File: config.mk
export PLATFORM = sky130hd
export DESIGN_NAME = thumb_alu_with_shifter
export DESIGN_NICKNAME = d
export VERILOG_FILES = /design/src/sv/talu_pkg.sv /design/src/sv/thumb_alu_with_shifter.sv
export SDC_FILE = /design/constraint.sdc
export NUM_CORES = 2
export LEC_CHECK = 0
export BUFFER_PORTS_ARGS = -buffer_cell sky130_fd_sc_hd__buf_2
export CAP_MARGIN = 40
export CORE_UTILIZATION = 35
export CTS_CLUSTER_SIZE = 30
export DETAILED_ROUTE_END_ITERATION = 8
export PLACE_DENSITY = 0.57
export SLEW_MARGIN = 20
export SYNTH_ARGS = -nofsm -noshare
export SYNTH_HDL_FRONTEND = slang
export SYNTH_SLANG_ARGS = --single-unit
File: constraint.sdc
create_clock -name clk -period 7.6 [get_ports clk]
set_input_delay 0.38 -clock clk [delete_from_list [all_inputs] [get_ports clk]]
set_output_delay 0.38 -clock clk [all_outputs]
set_load 0.005 [all_outputs]
File: src/sv/talu_pkg.sv
// ----------------------------------------------------------------------------
// talu_pkg
// Operation codes and constants shared by the thumb ALU and its checker.
// ----------------------------------------------------------------------------
package talu_pkg;

  localparam int unsigned DataWidth  = 32;
  localparam int unsigned OpWidth    = 5;
  localparam int unsigned ShiftWidth = 8;

  typedef logic [DataWidth-1:0] word_t;

  typedef enum logic [OpWidth-1:0] {
    OP_AND       = 5'd0,
    OP_EOR       = 5'd1,
    OP_SUB       = 5'd2,
    OP_ADD       = 5'd3,
    OP_ADC       = 5'd4,
    OP_SBC       = 5'd5,
    OP_TST       = 5'd6,
    OP_CMP       = 5'd7,
    OP_CMN       = 5'd8,
    OP_ORR       = 5'd9,
    OP_MOV       = 5'd10,
    OP_MOV_CLRCV = 5'd11,
    OP_BIC       = 5'd12,
    OP_MVN       = 5'd13,
    OP_NEG       = 5'd14,
    OP_MUL       = 5'd15,
    OP_LSL       = 5'd16,
    OP_LSR       = 5'd17,
    OP_ASR       = 5'd18,
    OP_ROR       = 5'd19
  } op_t;

  localparam word_t SignMask = 32'h8000_0000;
  localparam word_t AllOnes  = 32'hFFFF_FFFF;
  localparam logic [4:0] RotMask = 5'h1F;

endpackage

File: src/sv/thumb_alu_with_shifter.sv
// ----------------------------------------------------------------------------
// thumb_alu_with_shifter
// Thumb data-processing execute unit: logic, add/subtract, multiply and
// barrel shifts with ARM flag rules, one request per clock.
// ----------------------------------------------------------------------------
// result path: a request passes the input register, then the result register, and its
//   result shows with done high for one cycle
// throughput: one request per clock; busy stays low, the receiver cannot stall
// the critical path is the 32x32 low-word multiplier feeding the result mux
// reset: synchronous active-high rst clears the input and result valid bits
module thumb_alu_with_shifter (
  input  logic        clk,
  input  logic        rst,
  // request side
  input  logic        start,
  output logic        busy,
  input  logic [4:0]  op,
  input  logic [31:0] operand_n,
  input  logic [31:0] operand_m,
  input  logic [7:0]  shift_amount,
  input  logic        carry_in,
  input  logic        overflow_in,
  // result side
  output logic        done,
  output logic [31:0] result,
  output logic        write_result,
  output logic        flag_n,
  output logic        flag_z,
  output logic        flag_c,
  output logic        flag_v
);

  // no multi-cycle work, so a request is taken every cycle
  assign busy = 1'b0;

  // --------------------------------------------------------------------------
  // input register
  // --------------------------------------------------------------------------
  logic        ex_valid;
  logic [4:0]  ex_op;
  logic [31:0] ex_n;
  logic [31:0] ex_m;
  logic [7:0]  ex_sa;
  logic        ex_c;
  logic        ex_v;

  always_ff @(posedge clk) begin
    if (rst) begin
      ex_valid <= 1'b0;
    end else begin
      ex_valid <= start && !busy;
    end
  end

  // payload only, captured on every request
  always_ff @(posedge clk) begin
    if (start && !busy) begin
      ex_op <= op;
      ex_n  <= operand_n;
      ex_m  <= operand_m;
      ex_sa <= shift_amount;
      ex_c  <= carry_in;
      ex_v  <= overflow_in;
    end
  end

  // --------------------------------------------------------------------------
  // shared adder: sub-type ops invert m, neg forces the first input to zero
  // --------------------------------------------------------------------------
  logic        add_inv_m;
  logic        add_zero_a;
  logic        add_cin;
  logic [31:0] add_a;
  logic [31:0] add_b;
  logic [32:0] add_sum;
  logic        add_c;
  logic        add_v;

  always_comb begin
    add_inv_m  = 1'b0;
    add_zero_a = 1'b0;
    add_cin    = 1'b0;
    case (ex_op)
      talu_pkg::OP_SUB, talu_pkg::OP_CMP: begin
        add_inv_m = 1'b1;
        add_cin   = 1'b1;
      end
      talu_pkg::OP_SBC: begin
        add_inv_m = 1'b1;
        add_cin   = ex_c;
      end
      talu_pkg::OP_ADC: begin
        add_cin = ex_c;
      end
      talu_pkg::OP_NEG: begin
        add_inv_m  = 1'b1;
        add_zero_a = 1'b1;
        add_cin    = 1'b1;
      end
      default: begin
        add_inv_m = 1'b0;
      end
    endcase
  end

  assign add_a   = add_zero_a ? '0 : ex_n;
  assign add_b   = add_inv_m ? ~ex_m : ex_m;
  assign add_sum = {1'b0, add_a} + {1'b0, add_b} + {32'd0, add_cin};
  assign add_c   = add_sum[32];
  // signed overflow: operands agree in sign and the sum does not
  assign add_v   = ~(add_a[31] ^ add_b[31]) & (add_a[31] ^ add_sum[31]);

  // --------------------------------------------------------------------------
  // multiplier, low word only
  // --------------------------------------------------------------------------
  logic [31:0] mul_lo;
  assign mul_lo = ex_n * ex_m;

  // --------------------------------------------------------------------------
  // barrel shifter on m; the carry is the last bit shifted out
  // --------------------------------------------------------------------------
  logic              sa_zero;
  logic              sa_ge32;
  logic              sa_eq32;
  logic [4:0]        sa_lo;
  logic [32:0]       lsl_ext;
  logic [32:0]       lsr_ext;
  logic signed [32:0] asr_ext;
  logic [63:0]       ror_ext;
  logic [31:0]       shf_res;
  logic              shf_c;

  assign sa_zero = (ex_sa == 8'd0);
  assign sa_ge32 = (ex_sa[7:5] != 3'd0);
  assign sa_eq32 = (ex_sa == 8'd32);
  assign sa_lo   = ex_sa[4:0] & talu_pkg::RotMask;

  // extra bit below or above the word catches the shifted-out bit
  assign lsl_ext = {1'b0, ex_m} << sa_lo;
  assign lsr_ext = {ex_m, 1'b0} >> sa_lo;
  assign asr_ext = $signed({ex_m, 1'b0}) >>> sa_lo;
  assign ror_ext = {ex_m, ex_m} >> sa_lo;

  always_comb begin
    shf_res = ex_m;
    shf_c   = ex_c;
    if (!sa_zero) begin
      case (ex_op)
        talu_pkg::OP_LSL: begin
          if (sa_ge32) begin
            shf_res = '0;
            shf_c   = sa_eq32 & ex_m[0];
          end else begin
            shf_res = lsl_ext[31:0];
            shf_c   = lsl_ext[32];
          end
        end
        talu_pkg::OP_LSR: begin
          if (sa_ge32) begin
            shf_res = '0;
            shf_c   = sa_eq32 & ex_m[31];
          end else begin
            shf_res = lsr_ext[32:1];
            shf_c   = lsr_ext[0];
          end
        end
        talu_pkg::OP_ASR: begin
          if (sa_ge32) begin
            shf_res = ex_m[31] ? talu_pkg::AllOnes : '0;
            shf_c   = ex_m[31];
          end else begin
            shf_res = asr_ext[32:1];
            shf_c   = asr_ext[0];
          end
        end
        default: begin
          // ror: a multiple of 32 keeps the word, carry is bit 31 either way
          shf_res = ror_ext[31:0];
          shf_c   = ror_ext[31];
        end
      endcase
    end
  end

  // --------------------------------------------------------------------------
  // result select and flags
  // --------------------------------------------------------------------------
  logic [31:0] result_next;
  logic        write_next;
  logic        c_next;
  logic        v_next;

  always_comb begin
    result_next = '0;
    write_next  = 1'b1;
    c_next      = ex_c;
    v_next      = ex_v;
    unique case (ex_op)
      talu_pkg::OP_AND: result_next = ex_n & ex_m;
      talu_pkg::OP_EOR: result_next = ex_n ^ ex_m;
      talu_pkg::OP_ORR: result_next = ex_n | ex_m;
      talu_pkg::OP_BIC: result_next = ex_n & ~ex_m;
      talu_pkg::OP_MVN: result_next = ~ex_m;
      talu_pkg::OP_MOV: result_next = ex_m;
      talu_pkg::OP_MUL: result_next = mul_lo;
      talu_pkg::OP_TST: begin
        result_next = ex_n & ex_m;
        write_next  = 1'b0;
      end
      talu_pkg::OP_MOV_CLRCV: begin
        result_next = ex_m;
        c_next      = 1'b0;
        v_next      = 1'b0;
      end
      talu_pkg::OP_SUB, talu_pkg::OP_ADD, talu_pkg::OP_ADC,
      talu_pkg::OP_SBC, talu_pkg::OP_NEG: begin
        result_next = add_sum[31:0];
        c_next      = add_c;
        v_next      = add_v;
      end
      talu_pkg::OP_CMP, talu_pkg::OP_CMN: begin
        result_next = add_sum[31:0];
        write_next  = 1'b0;
        c_next      = add_c;
        v_next      = add_v;
      end
      talu_pkg::OP_LSL, talu_pkg::OP_LSR,
      talu_pkg::OP_ASR, talu_pkg::OP_ROR: begin
        result_next = shf_res;
        c_next      = shf_c;
      end
      default: begin
        // undefined op codes: zero result, no write back, carry and overflow flags pass through
        result_next = '0;
        write_next  = 1'b0;
      end
    endcase
  end

  // --------------------------------------------------------------------------
  // result register, one-cycle strobe
  // --------------------------------------------------------------------------
  always_ff @(posedge clk) begin
    if (rst) begin
      done <= 1'b0;
    end else begin
      done <= ex_valid;
    end
  end

  always_ff @(posedge clk) begin
    if (ex_valid) begin
      result       <= result_next;
      write_result <= write_next;
      flag_n       <= result_next[31];
      flag_z       <= (result_next == '0);
      flag_c       <= c_next;
      flag_v       <= v_next;
    end
  end

endmodule

==> results.txt <==
Gr ovfl total - 0
Dpl ws - -0.588 ns
MaxCap Viol Count - 0
Setup TNS - -0.200 ns
Seq cells post-synth - 117
Vias per inst - 5.85
CTS H-tree lvls - 4
Vias post-DR - 28300
Clk buf depth - 2
CTS Buf Count - 17
Layout Nets - 4455
Delay-heaviest family, CP - adder cells
Initial detailed-routing violation count - 3399
Crit end category - flop
Gr busiest metal - met2
M3 GR Usage - 0.0833
Worst skew pair latency - 0.49 ns
CTS tree - built
Num rows - 105
Least-Margin Pin Slew - 0.939 ns
Fraction of registers with async set/reset - 0
Ys flop type - edfxtp_1
Antenna-violating nets left - 0
Share of cells above drive strength 1 - 0.209
Crit-path max cell delay - 0.67 ns
Crit path DAT - 8.16 ns
Critical Path RT - 7.96 ns
Failing checks - negative setup slack
Post-DP HPWL - 111000 µm
Critical-path top delay cell - fa_2
Status - complete, but fails checks
Mapped Cells - 3405
Area Growth Syn to Fin - 19.8%
CP Launch Type - flop
Post-Place Cells - 4795
Synthesis Warnings - 0
Die Width - 290 µm
# IOs - 121
Global-route wire length before repair - 196000 µm
GRT Util Overall - 0.322
Worst hold-check path type - in2reg
Timing-limited maximum frequency - 128 MHz
Clk Tree Root Cell - clkbuf_16
Grt met2 use - 0.482
Starting Density - 0.354
Worst Clk Skew - 0.0159 ns
Syn avg cell area - 8.54 µm²
Max FO, Critical Path - 4
Post-synth EDFFs - 115
Post-route setup slack - -0.200 ns
Endpoints failing setup - 1
Slew Limit Fails - 0
Synth cell types - 97
M1 GR Usage - 0.427
Critical path class - reg2reg
Vias in the first global route - 28200
Fin. Hold Viols - 0
Largest net degree at the start of global routing - 54
Hold slack - 0.0537 ns
DRC - 0
WL final - 136000 µm
CTS Hold Bufs - 0
Clock-pin slew on the worst setup and hold paths - 0.07 ns
Critical Path Most Common Cell - fa_1
Final cycle utilization of the critical path - 1.03
Die area - 0.0842 mm²
I/O Buffers - 119
Max transition margin - 0.370
Syn_nets - 4099
Post-synthesis sequential area ratio - 0.120
# clock sinks - 117
RSZ-0062 raised after global routing - true
Gpl congestion - 1.04
Synth Cell Area - 0.0291 mm²
CP Cell Sequence - clkinvlp_4 -> buf_4 -> buf_4 -> buf_4 -> nor2_1 -> fa_1 -> inv_1 -> fa_1 -> fa_1 -> fa_1 -> inv_1 -> fa_1 -> fa_1 -> fa_1 -> fa_2 -> ha_1 -> and3_1 -> a221o_1 -> a31oi_1 -> nand4_1 -> a311o_1 -> nand3b_1 -> nor4b_4 -> and4bb_1
Initial antenna violation count - 10
DRT Pass-1 Iters - 6
Fin cells - 4846
Post-DR wirelength/cell - 28.0 µm
Tmin final - 7.80 ns
CORE AREA - 0.0821 mm²
Worst Path Buf+Inv - 6
Die H - 290 µm
## synth_stat cells (all sizes together), types with 11 or more instances
library cell | n | share of area
mux2 | 39 | 0.015
clkinv | 12 | 0.0015
ha | 202 | 0.087
o22ai | 15 | 0.0032
a22oi | 14 | 0.0036
o21ai | 125 | 0.022
nor2b | 15 | 0.0032
a21o | 21 | 0.0054
o221ai | 19 | 0.0059
xor2 | 29 | 0.0087
nor3 | 44 | 0.0077
a31oi | 24 | 0.0052
nand3 | 54 | 0.0093
o211ai | 40 | 0.010
and3 | 14 | 0.0030
nor4 | 15 | 0.0042
nor2 | 481 | 0.062
clkbuf | 162 | 0.021
mux4 | 52 | 0.041
o21a | 11 | 0.0028
o31ai | 13 | 0.0034
a21oi | 130 | 0.023
a211oi | 30 | 0.0077
a221oi | 26 | 0.0078
edfxtp | 115 | 0.12
mux2i | 63 | 0.022
and2 | 12 | 0.0026
nand2 | 385 | 0.050
buf | 72 | 0.013
nand2b | 20 | 0.0043
fa | 410 | 0.28
nand4 | 16 | 0.0034
inv | 457 | 0.059
xnor2 | 111 | 0.033
## final timing paths
path | from | to | slack (ns) | cells past startpoint
worst max-delay path | ex_n[13] | flag_z | -0.20 | 24
worst min-delay path | rst | done | 0.05 | 2
worst max register to register | ex_n[13] | flag_z | -0.20 | 24
worst min register to register | ex_valid | done | 0.45 | 1
## layout by cell type (no fill, tap or decap), drive strengths merged, types with 39 or more instances in the layout
cell type  count
mux2i         63
nand3         54
fa           410
mux4          52
nand2        385
ha           202
a21oi        130
o21ai        125
o211ai        40
buf          571
xnor2        111
nor3          44
mux2          39
inv          454
edfxtp       115
nor2         481
## state kept, by name, summed over array words and instances, names as in the netlist
signal	cells
ex_valid	1
flag_c	1
write_result	1
flag_v	1
flag_z	1
ex_m	32
ex_v	1
ex_op	5
ex_sa	8
done	1
ex_c	1
ex_n	32
result	32
## kinds of logic after synthesis
| kind of cell | after synthesis | synth area share |
|---|---|---|
| AND/OR/NAND/NOR | 1104 | 0.163 |
| buffers and inverters | 703 | 0.0943 |
| adder cells (fa/ha/maj) | 612 | 0.369 |
| AO/OA/AOI/OAI | 574 | 0.133 |
| multiplexers | 154 | 0.0780 |
| XOR/XNOR | 140 | 0.0422 |
| flip-flops | 117 | 0.120 |
| other | 1 | 0.000129 |
## per-layer routing
metal | wire length [µm] | vias to the layer above
met5 | 88 | -
met4 | 8330 | 14
met2 | 57800 | 1867
li1 | - | 12100
met1 | 53500 | 14000
met3 | 16000 | 414
## timing repair
action	in CTS	in global routing
resized for setup	60	29
endpoints found under the setup margin	10	6
buffers inserted	6	9
pin swaps	39	20
## layout make-up
cell class / instances / area, µm²
Fill cell: 8206 / 47300
Multi-Input combinational cell: 2585 / 23200
Timing Repair Buffer: 571 / 4320
Sequential cell: 117 / 3490
Inverter: 469 / 1780
Tap cell: 1070 / 1340
Clock buffer: 17 / 425
Clock inverter: 15 / 229
Antenna cell: 2 / 5.00
## stage by stage
stage	instance area, µm²	utilization
4_1_cts	34600	0.422
5_1_grt	34800	0.424
3_3_place_gp	33600	0.410
2_1_floorplan	29200	-
3_5_place_dp	33700	0.410
6_report	34800	0.424
Power is left out: the tool's default activity adds up to more than one toggle a clock period on the data nets, which glitch-free logic cannot reach.
